===== src/design/owm_pkg.sv =====
// Package of the single-wire bus master: phase codes, command codes,
// register indexes and reset values, and the shared structure types.
// No dependencies.
package owm_pkg;

    localparam int REG_INDEX_W = 3;
    localparam int CFG_DATA_W  = 10;

    localparam logic [1:0] CMD_NONE  = 2'd0;
    localparam logic [1:0] CMD_RESET = 2'd1;
    localparam logic [1:0] CMD_WRITE = 2'd2;
    localparam logic [1:0] CMD_READ  = 2'd3;

    localparam logic [REG_INDEX_W-1:0] REG_RESET_LOW     = 3'd0;
    localparam logic [REG_INDEX_W-1:0] REG_RESET_RELEASE = 3'd1;
    localparam logic [REG_INDEX_W-1:0] REG_PRES_WAIT     = 3'd2;
    localparam logic [REG_INDEX_W-1:0] REG_PRES_LOW      = 3'd3;
    localparam logic [REG_INDEX_W-1:0] REG_SHORT_LOW     = 3'd4;
    localparam logic [REG_INDEX_W-1:0] REG_LONG_SLOT     = 3'd5;
    localparam logic [REG_INDEX_W-1:0] REG_READ_SAMPLE   = 3'd6;
    localparam logic [REG_INDEX_W-1:0] REG_READ_TAIL     = 3'd7;

    localparam logic [9:0] RST_RESET_LOW     = 10'd750;
    localparam logic [7:0] RST_RESET_RELEASE = 8'd15;
    localparam logic [7:0] RST_PRES_WAIT     = 8'd200;
    localparam logic [7:0] RST_PRES_LOW      = 8'd240;
    localparam logic [5:0] RST_SHORT_LOW     = 6'd2;
    localparam logic [7:0] RST_LONG_SLOT     = 8'd60;
    localparam logic [5:0] RST_READ_SAMPLE   = 6'd12;
    localparam logic [7:0] RST_READ_TAIL     = 8'd50;

    localparam logic [3:0] PH_IDLE      = 4'd0;
    localparam logic [3:0] PH_RST_LOW   = 4'd1;
    localparam logic [3:0] PH_RST_REL   = 4'd2;
    localparam logic [3:0] PH_PRES_HIGH = 4'd3;
    localparam logic [3:0] PH_PRES_LOW  = 4'd4;
    localparam logic [3:0] PH_W_LOW     = 4'd5;
    localparam logic [3:0] PH_W_REL     = 4'd6;
    localparam logic [3:0] PH_W_NEXT    = 4'd7;
    localparam logic [3:0] PH_R_LOW     = 4'd8;
    localparam logic [3:0] PH_R_WAIT    = 4'd9;
    localparam logic [3:0] PH_R_SAMPLE  = 4'd10;
    localparam logic [3:0] PH_R_TAIL    = 4'd11;
    localparam logic [3:0] PH_R_NEXT    = 4'd12;

    typedef struct packed {
        logic [9:0] reset_low_time;
        logic [7:0] reset_release_time;
        logic [7:0] presence_wait_limit;
        logic [7:0] presence_low_limit;
        logic [5:0] short_low_time;
        logic [7:0] long_slot_time;
        logic [5:0] read_sample_time;
        logic [7:0] read_tail_time;
    } owm_cfg_t;

    typedef struct packed {
        logic [3:0] phase;
        logic [9:0] timer;
        logic [3:0] bit_count;
        logic [7:0] shift_byte;
        logic       error_flag;
        logic [7:0] last_read;
    } owm_state_t;

    typedef struct packed {
        logic [1:0] command;
        logic [7:0] write_data;
        logic       line_level;
    } owm_item_t;

    typedef struct packed {
        logic       drive_low;
        logic       busy_res;
        logic       done_res;
        logic       presence_error;
        logic [7:0] read_data;
    } owm_result_t;

endpackage


===== src/design/owm_ifs.sv =====
// Valid/ready channel interfaces of the single-wire bus master: the tick
// word going in and the status word coming out. No dependencies.
interface owm_req_if;
    logic       valid;
    logic       ready;
    logic [1:0] command;
    logic [7:0] write_data;
    logic       line_level;

    modport source (output valid, command, write_data, line_level, input ready);
    modport sink (input valid, command, write_data, line_level, output ready);
endinterface

interface owm_rsp_if;
    logic       valid;
    logic       ready;
    logic       drive_low;
    logic       busy_res;
    logic       done_res;
    logic       presence_error;
    logic [7:0] read_data;

    modport source (output valid, drive_low, busy_res, done_res, presence_error, read_data,
                    input ready);
    modport sink (input valid, drive_low, busy_res, done_res, presence_error, read_data,
                  output ready);
endinterface


===== src/design/owm_cfg_regs.sv =====
// Timing register file of the single-wire bus master, written through a
// plain write port. Depends on owm_pkg.
module owm_cfg_regs (
    input  logic                             clk,
    input  logic                             rst_n,
    input  logic                             cfg_wr_en,
    input  logic [owm_pkg::REG_INDEX_W-1:0]  cfg_index,
    input  logic [owm_pkg::CFG_DATA_W-1:0]   cfg_data,
    output owm_pkg::owm_cfg_t                cfg
);
    import owm_pkg::*;

    owm_cfg_t cfg_reg;
    owm_cfg_t cfg_next;

    always_comb
    begin
        cfg_next = cfg_reg;
        if (cfg_wr_en)
        begin
            unique case (cfg_index)
                REG_RESET_LOW:     cfg_next.reset_low_time      = cfg_data;
                REG_RESET_RELEASE: cfg_next.reset_release_time  = cfg_data[7:0];
                REG_PRES_WAIT:     cfg_next.presence_wait_limit = cfg_data[7:0];
                REG_PRES_LOW:      cfg_next.presence_low_limit  = cfg_data[7:0];
                REG_SHORT_LOW:     cfg_next.short_low_time      = cfg_data[5:0];
                REG_LONG_SLOT:     cfg_next.long_slot_time      = cfg_data[7:0];
                REG_READ_SAMPLE:   cfg_next.read_sample_time    = cfg_data[5:0];
                REG_READ_TAIL:     cfg_next.read_tail_time      = cfg_data[7:0];
                default:           cfg_next = cfg_reg;
            endcase
        end
    end

    always_ff @(posedge clk or negedge rst_n)
    begin
        if (!rst_n)
        begin
            cfg_reg.reset_low_time      <= RST_RESET_LOW;
            cfg_reg.reset_release_time  <= RST_RESET_RELEASE;
            cfg_reg.presence_wait_limit <= RST_PRES_WAIT;
            cfg_reg.presence_low_limit  <= RST_PRES_LOW;
            cfg_reg.short_low_time      <= RST_SHORT_LOW;
            cfg_reg.long_slot_time      <= RST_LONG_SLOT;
            cfg_reg.read_sample_time    <= RST_READ_SAMPLE;
            cfg_reg.read_tail_time      <= RST_READ_TAIL;
        end
        else
        begin
            cfg_reg <= cfg_next;
        end
    end

    assign cfg = cfg_reg;

endmodule


===== src/design/owm_step.sv =====
// Next-state logic of the single-wire bus master for one microsecond tick:
// command start, phase timing, presence check and bit slots. Depends on owm_pkg.
module owm_step (
    input  owm_pkg::owm_cfg_t    cfg,
    input  owm_pkg::owm_state_t  cur,
    input  owm_pkg::owm_item_t   item,
    output owm_pkg::owm_state_t  nxt,
    output owm_pkg::owm_result_t res
);
    import owm_pkg::*;

    typedef struct packed {
        owm_state_t st;
        logic       done;
    } ent_t;

    // Enters a phase, skipping phases whose duration is zero.
    function automatic ent_t enter_phase(input logic [3:0] p, input owm_state_t s,
                                         input owm_cfg_t c);
        ent_t       r;
        logic [3:0] q;
        logic       one;
        logic [7:0] dl;
        logic [7:0] dr;
        logic [3:0] bc;
        r.st   = s;
        r.done = 1'b0;
        q      = p;
        one    = s.shift_byte[0];
        dr     = one ? c.long_slot_time : {2'b00, c.short_low_time};
        if (q == PH_W_REL && dr == 8'd0)
            q = PH_W_NEXT;
        if (q == PH_R_TAIL && c.read_tail_time <= 8'd1)
            q = PH_R_NEXT;
        bc = 4'(s.bit_count + 4'd1);
        if (q == PH_W_NEXT)
        begin
            r.st.shift_byte = {1'b0, s.shift_byte[7:1]};
            r.st.bit_count  = bc;
            q = (bc >= 4'd8) ? PH_IDLE : PH_W_LOW;
        end
        else if (q == PH_R_NEXT)
        begin
            r.st.bit_count = bc;
            if (bc >= 4'd8)
            begin
                r.st.last_read = s.shift_byte;
                q = PH_IDLE;
            end
            else
            begin
                q = PH_R_LOW;
            end
        end
        one = r.st.shift_byte[0];
        dl  = one ? {2'b00, c.short_low_time} : c.long_slot_time;
        dr  = one ? c.long_slot_time : {2'b00, c.short_low_time};
        unique case (q)
            PH_RST_LOW, PH_RST_REL:
            begin
                if (q == PH_RST_LOW && c.reset_low_time != 10'd0)
                begin
                    r.st.phase = PH_RST_LOW;
                    r.st.timer = c.reset_low_time;
                end
                else if (c.reset_release_time != 8'd0)
                begin
                    r.st.phase = PH_RST_REL;
                    r.st.timer = {2'b00, c.reset_release_time};
                end
                else
                begin
                    r.st.phase = PH_PRES_HIGH;
                    r.st.timer = 10'd0;
                end
            end
            PH_PRES_HIGH:
            begin
                r.st.phase = PH_PRES_HIGH;
                r.st.timer = 10'd0;
            end
            PH_W_LOW:
            begin
                if (dl != 8'd0)
                begin
                    r.st.phase = PH_W_LOW;
                    r.st.timer = {2'b00, dl};
                end
                else if (dr != 8'd0)
                begin
                    r.st.phase = PH_W_REL;
                    r.st.timer = {2'b00, dr};
                end
                else
                begin
                    r.st.phase = PH_IDLE;
                    r.st.timer = 10'd0;
                    r.done     = 1'b1;
                end
            end
            PH_W_REL:
            begin
                r.st.phase = PH_W_REL;
                r.st.timer = {2'b00, dr};
            end
            PH_R_LOW, PH_R_WAIT:
            begin
                if (q == PH_R_LOW && c.short_low_time != 6'd0)
                begin
                    r.st.phase = PH_R_LOW;
                    r.st.timer = {4'd0, c.short_low_time};
                end
                else if (c.read_sample_time != 6'd0)
                begin
                    r.st.phase = PH_R_WAIT;
                    r.st.timer = {4'd0, c.read_sample_time};
                end
                else
                begin
                    r.st.phase = PH_R_SAMPLE;
                    r.st.timer = 10'd1;
                end
            end
            PH_R_SAMPLE:
            begin
                r.st.phase = PH_R_SAMPLE;
                r.st.timer = 10'd1;
            end
            PH_R_TAIL:
            begin
                r.st.phase = PH_R_TAIL;
                r.st.timer = {2'b00, 8'(c.read_tail_time - 8'd1)};
            end
            default:
            begin
                r.st.phase = PH_IDLE;
                r.st.timer = 10'd0;
                r.done     = 1'b1;
            end
        endcase
        return r;
    endfunction

    function automatic logic [3:0] successor(input logic [3:0] p);
        logic [3:0] q;
        unique case (p)
            PH_RST_LOW:  q = PH_RST_REL;
            PH_RST_REL:  q = PH_PRES_HIGH;
            PH_W_LOW:    q = PH_W_REL;
            PH_W_REL:    q = PH_W_NEXT;
            PH_R_LOW:    q = PH_R_WAIT;
            PH_R_WAIT:   q = PH_R_SAMPLE;
            PH_R_SAMPLE: q = PH_R_TAIL;
            PH_R_TAIL:   q = PH_R_NEXT;
            default:     q = PH_IDLE;
        endcase
        return q;
    endfunction

    ent_t       start_ent;
    ent_t       tick_ent;
    owm_state_t s;
    logic       done;
    logic       drive;
    logic [9:0] count_up;
    logic [9:0] count_down;
    logic [3:0] start_phase;

    always_comb
    begin
        s           = cur;
        done        = 1'b0;
        drive       = 1'b0;
        start_phase = PH_R_LOW;
        if (item.command == CMD_RESET)
            start_phase = PH_RST_LOW;
        else if (item.command == CMD_WRITE)
            start_phase = PH_W_LOW;

        if (cur.phase == PH_IDLE && item.command != CMD_NONE)
        begin
            s.bit_count = 4'd0;
            case (item.command)
                CMD_RESET: s.error_flag = 1'b0;
                CMD_WRITE: s.shift_byte = item.write_data;
                default:   s.shift_byte = 8'd0;
            endcase
        end
        start_ent = enter_phase(start_phase, s, cfg);
        if (cur.phase == PH_IDLE && item.command != CMD_NONE)
        begin
            s    = start_ent.st;
            done = start_ent.done;
        end

        count_up   = 10'(s.timer + 10'd1);
        count_down = (s.timer != 10'd0) ? 10'(s.timer - 10'd1) : 10'd0;
        tick_ent   = '0;

        case (s.phase)
            PH_IDLE:
            begin
                s = s;
            end
            PH_PRES_HIGH:
            begin
                if (item.line_level)
                begin
                    s.timer = count_up;
                    if (count_up >= {2'b00, cfg.presence_wait_limit})
                    begin
                        s.error_flag = 1'b1;
                        s.phase      = PH_IDLE;
                        s.timer      = 10'd0;
                        done         = 1'b1;
                    end
                end
                else
                begin
                    s.phase = PH_PRES_LOW;
                    s.timer = 10'd1;
                    if (cfg.presence_low_limit <= 8'd1)
                    begin
                        s.error_flag = 1'b1;
                        s.phase      = PH_IDLE;
                        s.timer      = 10'd0;
                        done         = 1'b1;
                    end
                end
            end
            PH_PRES_LOW:
            begin
                if (!item.line_level)
                begin
                    s.timer = count_up;
                    if (count_up >= {2'b00, cfg.presence_low_limit})
                    begin
                        s.error_flag = 1'b1;
                        s.phase      = PH_IDLE;
                        s.timer      = 10'd0;
                        done         = 1'b1;
                    end
                end
                else
                begin
                    s.phase = PH_IDLE;
                    s.timer = 10'd0;
                    done    = 1'b1;
                end
            end
            default:
            begin
                drive = (s.phase == PH_RST_LOW) || (s.phase == PH_W_LOW)
                        || (s.phase == PH_R_LOW);
                if (s.phase == PH_R_SAMPLE)
                    s.shift_byte = {item.line_level, s.shift_byte[7:1]};
                s.timer  = count_down;
                tick_ent = enter_phase(successor(s.phase), s, cfg);
                if (count_down == 10'd0)
                begin
                    s    = tick_ent.st;
                    done = done | tick_ent.done;
                end
            end
        endcase

        nxt                = s;
        res.drive_low      = drive;
        res.busy_res       = (s.phase != PH_IDLE);
        res.done_res       = done;
        res.presence_error = s.error_flag;
        res.read_data      = s.last_read;
    end

endmodule


===== src/design/one_wire_bus_master.sv =====
// Single-wire bus master. Each input word is one microsecond tick carrying the
// sampled line level and an optional command (reset with presence check, write
// byte, read byte; commands are taken only while idle), and each tick yields
// exactly one status word with the drive level, busy, done, presence error and
// the last read byte. One word is accepted every clock cycle unless the status
// side stalls; a word's status becomes valid once it has passed the input
// register and then the result register, and both sides may stall freely. The
// timing registers are written through the plain write port and should be
// changed only while idle.
// Depends on owm_pkg, owm_ifs, owm_cfg_regs and owm_step.
module one_wire_bus_master (
    input  logic                             clk,
    input  logic                             rst_n,
    owm_req_if.sink                          req,
    owm_rsp_if.source                        rsp,
    input  logic                             cfg_wr_en,
    input  logic [owm_pkg::REG_INDEX_W-1:0]  cfg_index,
    input  logic [owm_pkg::CFG_DATA_W-1:0]   cfg_data
);
    import owm_pkg::*;

    owm_cfg_t    cfg;
    owm_item_t   item_reg;
    logic        in_valid_reg;
    owm_state_t  state_reg;
    owm_state_t  state_next;
    owm_result_t step_res;
    owm_result_t res_reg;
    logic        out_valid_reg;
    logic        advance;
    logic        req_fire;

    owm_cfg_regs u_cfg (
        .clk       (clk),
        .rst_n     (rst_n),
        .cfg_wr_en (cfg_wr_en),
        .cfg_index (cfg_index),
        .cfg_data  (cfg_data),
        .cfg       (cfg)
    );

    owm_step u_step (
        .cfg  (cfg),
        .cur  (state_reg),
        .item (item_reg),
        .nxt  (state_next),
        .res  (step_res)
    );

    assign advance   = in_valid_reg && (!out_valid_reg || rsp.ready);
    assign req.ready = !in_valid_reg || advance;
    assign req_fire  = req.valid && req.ready;

    always_ff @(posedge clk or negedge rst_n)
    begin
        if (!rst_n)
        begin
            in_valid_reg <= 1'b0;
        end
        else if (req_fire)
        begin
            in_valid_reg <= 1'b1;
        end
        else if (advance)
        begin
            in_valid_reg <= 1'b0;
        end
    end

    always_ff @(posedge clk)
    begin
        if (req_fire)
        begin
            item_reg.command    <= req.command;
            item_reg.write_data <= req.write_data;
            item_reg.line_level <= req.line_level;
        end
    end

    always_ff @(posedge clk or negedge rst_n)
    begin
        if (!rst_n)
        begin
            state_reg.phase      <= PH_IDLE;
            state_reg.timer      <= 10'd0;
            state_reg.bit_count  <= 4'd0;
            state_reg.shift_byte <= 8'd0;
            state_reg.error_flag <= 1'b0;
            state_reg.last_read  <= 8'd0;
            out_valid_reg        <= 1'b0;
        end
        else
        begin
            if (advance)
            begin
                state_reg     <= state_next;
                out_valid_reg <= 1'b1;
            end
            else if (rsp.ready)
            begin
                out_valid_reg <= 1'b0;
            end
        end
    end

    always_ff @(posedge clk)
    begin
        if (advance)
            res_reg <= step_res;
    end

    assign rsp.valid          = out_valid_reg;
    assign rsp.drive_low      = res_reg.drive_low;
    assign rsp.busy_res       = res_reg.busy_res;
    assign rsp.done_res       = res_reg.done_res;
    assign rsp.presence_error = res_reg.presence_error;
    assign rsp.read_data      = res_reg.read_data;

    a_state_holds: assert property (@(posedge clk) disable iff (!rst_n)
        !advance |=> $stable(state_reg))
        else $error("sequencer state changed without a word being processed");

    a_word_kept: assert property (@(posedge clk) disable iff (!rst_n)
        in_valid_reg && !advance |=> in_valid_reg)
        else $error("buffered input word dropped while stalled");

    a_done_idle: assert property (@(posedge clk) disable iff (!rst_n)
        out_valid_reg && res_reg.done_res |-> !res_reg.busy_res)
        else $error("done reported while still busy");

    a_timer_live: assert property (@(posedge clk) disable iff (!rst_n)
        (state_reg.phase != PH_IDLE && state_reg.phase != PH_PRES_HIGH
         && state_reg.phase != PH_PRES_LOW) |-> state_reg.timer != 10'd0)
        else $error("timed phase holds an expired timer");

endmodule

===== src/flat_wrapper.sv =====
// flat-port wrapper written by rule: the top's interface ports become plain ports
module one_wire_bus_master_flat import owm_pkg::*;
  (clk, rst_n, cfg_wr_en, cfg_index, cfg_data, req_valid, req_command, req_write_data, req_line_level, req_ready, rsp_valid, rsp_drive_low, rsp_busy_res, rsp_done_res, rsp_presence_error, rsp_read_data, rsp_ready);
  owm_req_if req_i ();
  owm_rsp_if rsp_i ();
  input  logic clk;
  input  logic rst_n;
  input  logic cfg_wr_en;
  input  logic [owm_pkg::REG_INDEX_W-1:0] cfg_index;
  input  logic [owm_pkg::CFG_DATA_W-1:0] cfg_data;
  input wire logic [$bits(req_i.valid)-1:0] req_valid;
  input wire logic [$bits(req_i.command)-1:0] req_command;
  input wire logic [$bits(req_i.write_data)-1:0] req_write_data;
  input wire logic [$bits(req_i.line_level)-1:0] req_line_level;
  output wire logic [$bits(req_i.ready)-1:0] req_ready;
  output wire logic [$bits(rsp_i.valid)-1:0] rsp_valid;
  output wire logic [$bits(rsp_i.drive_low)-1:0] rsp_drive_low;
  output wire logic [$bits(rsp_i.busy_res)-1:0] rsp_busy_res;
  output wire logic [$bits(rsp_i.done_res)-1:0] rsp_done_res;
  output wire logic [$bits(rsp_i.presence_error)-1:0] rsp_presence_error;
  output wire logic [$bits(rsp_i.read_data)-1:0] rsp_read_data;
  input wire logic [$bits(rsp_i.ready)-1:0] rsp_ready;
  assign req_i.valid = req_valid;
  assign req_i.command = req_command;
  assign req_i.write_data = req_write_data;
  assign req_i.line_level = req_line_level;
  assign req_ready = req_i.ready;
  assign rsp_valid = rsp_i.valid;
  assign rsp_drive_low = rsp_i.drive_low;
  assign rsp_busy_res = rsp_i.busy_res;
  assign rsp_done_res = rsp_i.done_res;
  assign rsp_presence_error = rsp_i.presence_error;
  assign rsp_read_data = rsp_i.read_data;
  assign rsp_i.ready = rsp_ready;
  one_wire_bus_master u_core (.clk(clk), .rst_n(rst_n), .req(req_i), .rsp(rsp_i), .cfg_wr_en(cfg_wr_en), .cfg_index(cfg_index), .cfg_data(cfg_data));
endmodule

===== config.mk =====
export PLATFORM = sky130hd
export DESIGN_NAME = one_wire_bus_master_flat
export DESIGN_NICKNAME = d
export VERILOG_FILES = /design/src/design/owm_pkg.sv /design/src/design/owm_ifs.sv /design/src/design/owm_cfg_regs.sv /design/src/design/owm_step.sv /design/src/design/one_wire_bus_master.sv /design/src/flat_wrapper.sv
export SDC_FILE = /design/constraint.sdc
export NUM_CORES = 1
export LEC_CHECK = 0
export BUFFER_PORTS_ARGS = -buffer_cell sky130_fd_sc_hd__buf_2
export CAP_MARGIN = 10
export CORE_ASPECT_RATIO = 1.25
export CORE_MARGIN = 2
export CORE_UTILIZATION = 50
export DETAILED_ROUTE_END_ITERATION = 7
export PLACE_DENSITY = 0.65
export SLEW_MARGIN = 20
export SYNTH_ARGS = -nofsm -noshare
export SYNTH_HDL_FRONTEND = slang
export SYNTH_SLANG_ARGS = --single-unit

===== constraint.sdc =====
create_clock -name clk -period 6.9 [get_ports clk]
set_input_delay 0.345 -clock clk [delete_from_list [all_inputs] [get_ports clk]]
set_output_delay 0.345 -clock clk [all_outputs]
set_load 0.02 [all_outputs]

==> flow_summary.json <==
{
  "netlist_area_um2": 8720,
  "final_period_minus_worst_setup_slack_ns": 6.22,
  "finish.net_count": 1035,
  "cell_internal_pwr_mw": 2.49,
  "route.antenna.remaining_nets": 0,
  "post-synth-top-area-fraction_pct": 20.4,
  "slew_violations": 0,
  "yosys_register_bits": 122,
  "place.gp.congestion": 1.01,
  "postSynth.topFlopCell": "dfrtp_1",
  "fin_total_pwr_mw": 4.75,
  "hold_class": "input pin to flip-flop",
  "pwrdens_nw_per_um2": 482,
  "drv.max_cap_violation_count": 0,
  "setup_buffers_after_cts": 0,
  "path_max_fanout": 10,
  "clk_root_buffer_cell": "clkbuf_16",
  "drive_gt1_share_pct": 23.0,
  "placed_cells_incl_taps": 1180,
  "cts_hold_buffers": 1,
  "crit_path_end_kind": "flip-flop",
  "vdd_drop_max_v": 0.000198,
  "routedWlPerCell_um": 25.3,
  "antennaDiodeCount": 0,
  "synth.yosys.seq_area_share_pct": 36.7,
  "hpwlAfterDp_um": 23200,
  "worstPathRequired_ns": 7.27,
  "cts_inserted_buffers": 17,
  "synthTopCellsByArea": "dfrtp_1 20%, mux2_2 8.7%, dfstp_2 8.4%, edfxtp_1 7.9%, o21ai_0 4.4%",
  "post-route-util_pct": 56.9,
  "dpl_cell_area_um2": 9190,
  "floorplan.die_area_um2": 18500,
  "post_route_standard_cell_area_excluding_fillers_um2": 9840,
  "leakagePower_nw": 3.96,
  "syn_inst": 937,
  "grt.total_usage_pct": 34.0,
  "power_switching_share_pct": 47.6,
  "antenna_violations_before_repair": 0,
  "synthTopCellsByCount": "87 x nand2_1, 77 x o21ai_0, 71 x dfrtp_1",
  "asyncSetResetFlopFracSynth_pct": 81.1,
  "power.switching_mw": 2.26,
  "drt_wl_total_um": 30700,
  "crit_type": "flip-flop to flip-flop",
  "detailedRoute.firstIterationViolations": 788,
  "grt_start_max_net_pins": 56,
  "cts_num_sinks": 122,
  "finalHoldViolCount": 0,
  "grt_pass1_vias": 7871,
  "grt_pass1_wl_um": 46800,
  "fillers": 1618,
  "start_util_pct": 50.4,
  "clock-skew-final_ns": 0.0122,
  "pin_count": 43,
  "die_y_um": 152,
  "whs_ns": 0.0941,
  "num_rows": 54,
  "final_cells": 1213,
  "post-synth-top-area-cell": "dfrtp_1",
  "detailedRoute.firstPassIterationCount": 7,
  "post-synth-top-count-cell": "nand2_1",
  "final_ws_setup_ns": 0.680,
  "delay_of_the_slowest_cell_on_the_worst_path_ns": 0.55,
  "path_cells": "inv_1 -> ha_1 -> nor4_2 -> nand4_1 -> nand2_1 -> nand2_1 -> o22ai_1 -> a221o_1 -> a21oi_1 -> inv_1 -> ha_1 -> inv_1 -> a2111oi_4 -> buf_4 -> mux2i_1 -> mux2i_1 -> a21oi_1 -> or3b_2 -> and3_1 -> nand2b_1 -> a31oi_1 -> o32a_1",
  "hold_end": "u_core.item_reg[2]",
  "grt_setup_unrepaired": "false",
  "sort_of_element_at_the_start_of_the_critical_path": "flip-flop",
  "regToRegSetupSlack_ns": 0.68,
  "critical_path.reg2reg.endpoint": "u_core.state_reg[23]",
  "synth_nets": 996,
  "multi_input_area_um2": 5190,
  "worst_r2r_path_depth": 22,
  "fp.dieW_um": 122,
  "fmax_mhz": 161,
  "clock_insertion_delay_worst_skew_ns": 0.43,
  "drc": 0,
  "core_area_um2": 17300,
  "slew_at_the_pin_with_the_worst_max_slew_slack_ns": 1.13,
  "timing.final.setup_violations": 0,
  "grt-ovfl-total": 0,
  "synthDistinctLibCells": 90,
  "worstReg2RegStart": "u_core.item_reg[9]",
  "reg_area_um2": 3200,
  "power.share.combinational_pct": 55.8,
  "num_vias": 8067,
  "cpMostUsedCell": "inv_1",
  "post_cts_resized": 0,
  "hp-start": "req_write_data[1]",
  "sequential_power_share_pct": 23.7,
  "max_slew_margin_pct": 22.8,
  "numPortBuffers": 42,
  "pwr-share-clk_pct": 20.5,
  "synth.yosys.warnings": 0,
  "setup-tns-final_ns": 0,
  "synth_enable_flop_cells": 23,
  "run_status": "complete, no violations",
  "fin_crit_sh_pct": 90.1,
  "hold_path_depth": 1,
  "area.growth.synth_to_final_pct": 12.9,
  "timing.critical_path.slowest_stage_cell": "nor4_2",
  "placement.setup.worst_slack_ns": 0.785,
  "clk_pin_slew_worst_paths_ns": 0.06,
  "clockBufferDepth": 2,
  "largest_register_ffs": 62,
  "syn_area_per_cell_um2": 9.30,
  "post_drt_via_cell_ratio": 6.65,
  "cts_tree": "yes",
  "htree_levels": 4,
  "cp.arrival_ns": 6.59
}
## how the worst max path moves through the flow
stage                                 to  cells after the start  slack [ns]           startpoint
floorplan            u_core.rsp.busy_res                     21        1.76  u_core.item_reg[10]
global placement    u_core.state_reg[27]                     19        0.78  u_core.item_reg[10]
detailed placement  u_core.state_reg[27]                     22        0.79   u_core.item_reg[9]
CTS                 u_core.state_reg[27]                     22        0.73   u_core.item_reg[9]
global route        u_core.state_reg[27]                     21        0.19  u_core.item_reg[10]
finish              u_core.state_reg[23]                     22        0.68   u_core.item_reg[9]
## logic make-up after synthesis
kind of cell | synth area share, %
compound gates | 24.8
xor+xnor | 1.71
fa+ha+maj | 4.31
buf+inv | 3.75
flops | 36.7
mux | 10.8
simple gates | 17.8
## cell usage in the layout, fill, tap and decap left out, types with 7 or more instances in the layout
master     Yosys  layout
a31oi_1       19      19
nand3_1       21      21
dfrtp_1       71      71
xnor2_1       11      11
dfstp_2       28      28
a221oi_1       7       7
o211ai_1       8       8
nand2_1       87      87
clkbuf_16      0      19
buf_4          0      23
a211oi_1       7       7
and3_1        10      10
a22o_1        12      12
a22oi_1       11      11
mux2_2        67      67
nand4_1       11      11
nor3_1        30      29
nand4b_1       8       8
o21a_1        10      10
and2_1        16      16
nand2b_1      12      12
nor4_1        13      13
buf_2          6      41
nor2_1        62      62
ha_1          30      30
inv_1         37      37
edfxtp_1      23      23
a21oi_1       36      36
a21o_1        12      12
o21ai_0       77      77
o2111ai_1      7       7
mux2i_1       19      19
## routing by layer
layer  share of wire (%)  track usage (%)  routed length (um)
met1                  39             41.4               12100
met2                  48             56.7               14800
met3                 5.8             4.23                1780
met4                 6.6             21.9                2040
met5                   0                0                   0
## area by class of cell
class | instances | area share, %
Timing Repair Buffer | 65 | 3.94
Clock buffer | 21 | 4.91
Tap cell | 224 | 2.85
Clock inverter | 11 | 1.58
Multi-Input combinational cell | 732 | 52.7
Sequential cell | 122 | 32.5
Inverter | 38 | 1.45
## power groups by stage
stage                     sequential [mW]  clock, mW  combinational (mW)
after floorplan                      1.05          0                1.87
after global placement               1.12          0                2.59
after detailed placement             1.13          0                2.58
after CTS                            1.11      0.980                2.59
after global routing                 1.14       1.01                2.88
final                                1.12      0.975                2.65
## worst max-delay path: cells and delay by family (launching register included)
kind | cells | cell delay (ns)
AOI/OAI and AO/OA | 7 | 1.57
adders and majority gates | 2 | 0.55
buffers and inverters | 4 | 0.56
DFF | 1 | 0.35
muxes | 2 | 0.62
and+or+nand+nor | 7 | 2.49
No activity file was read; power rests on OpenSTA's default activity.
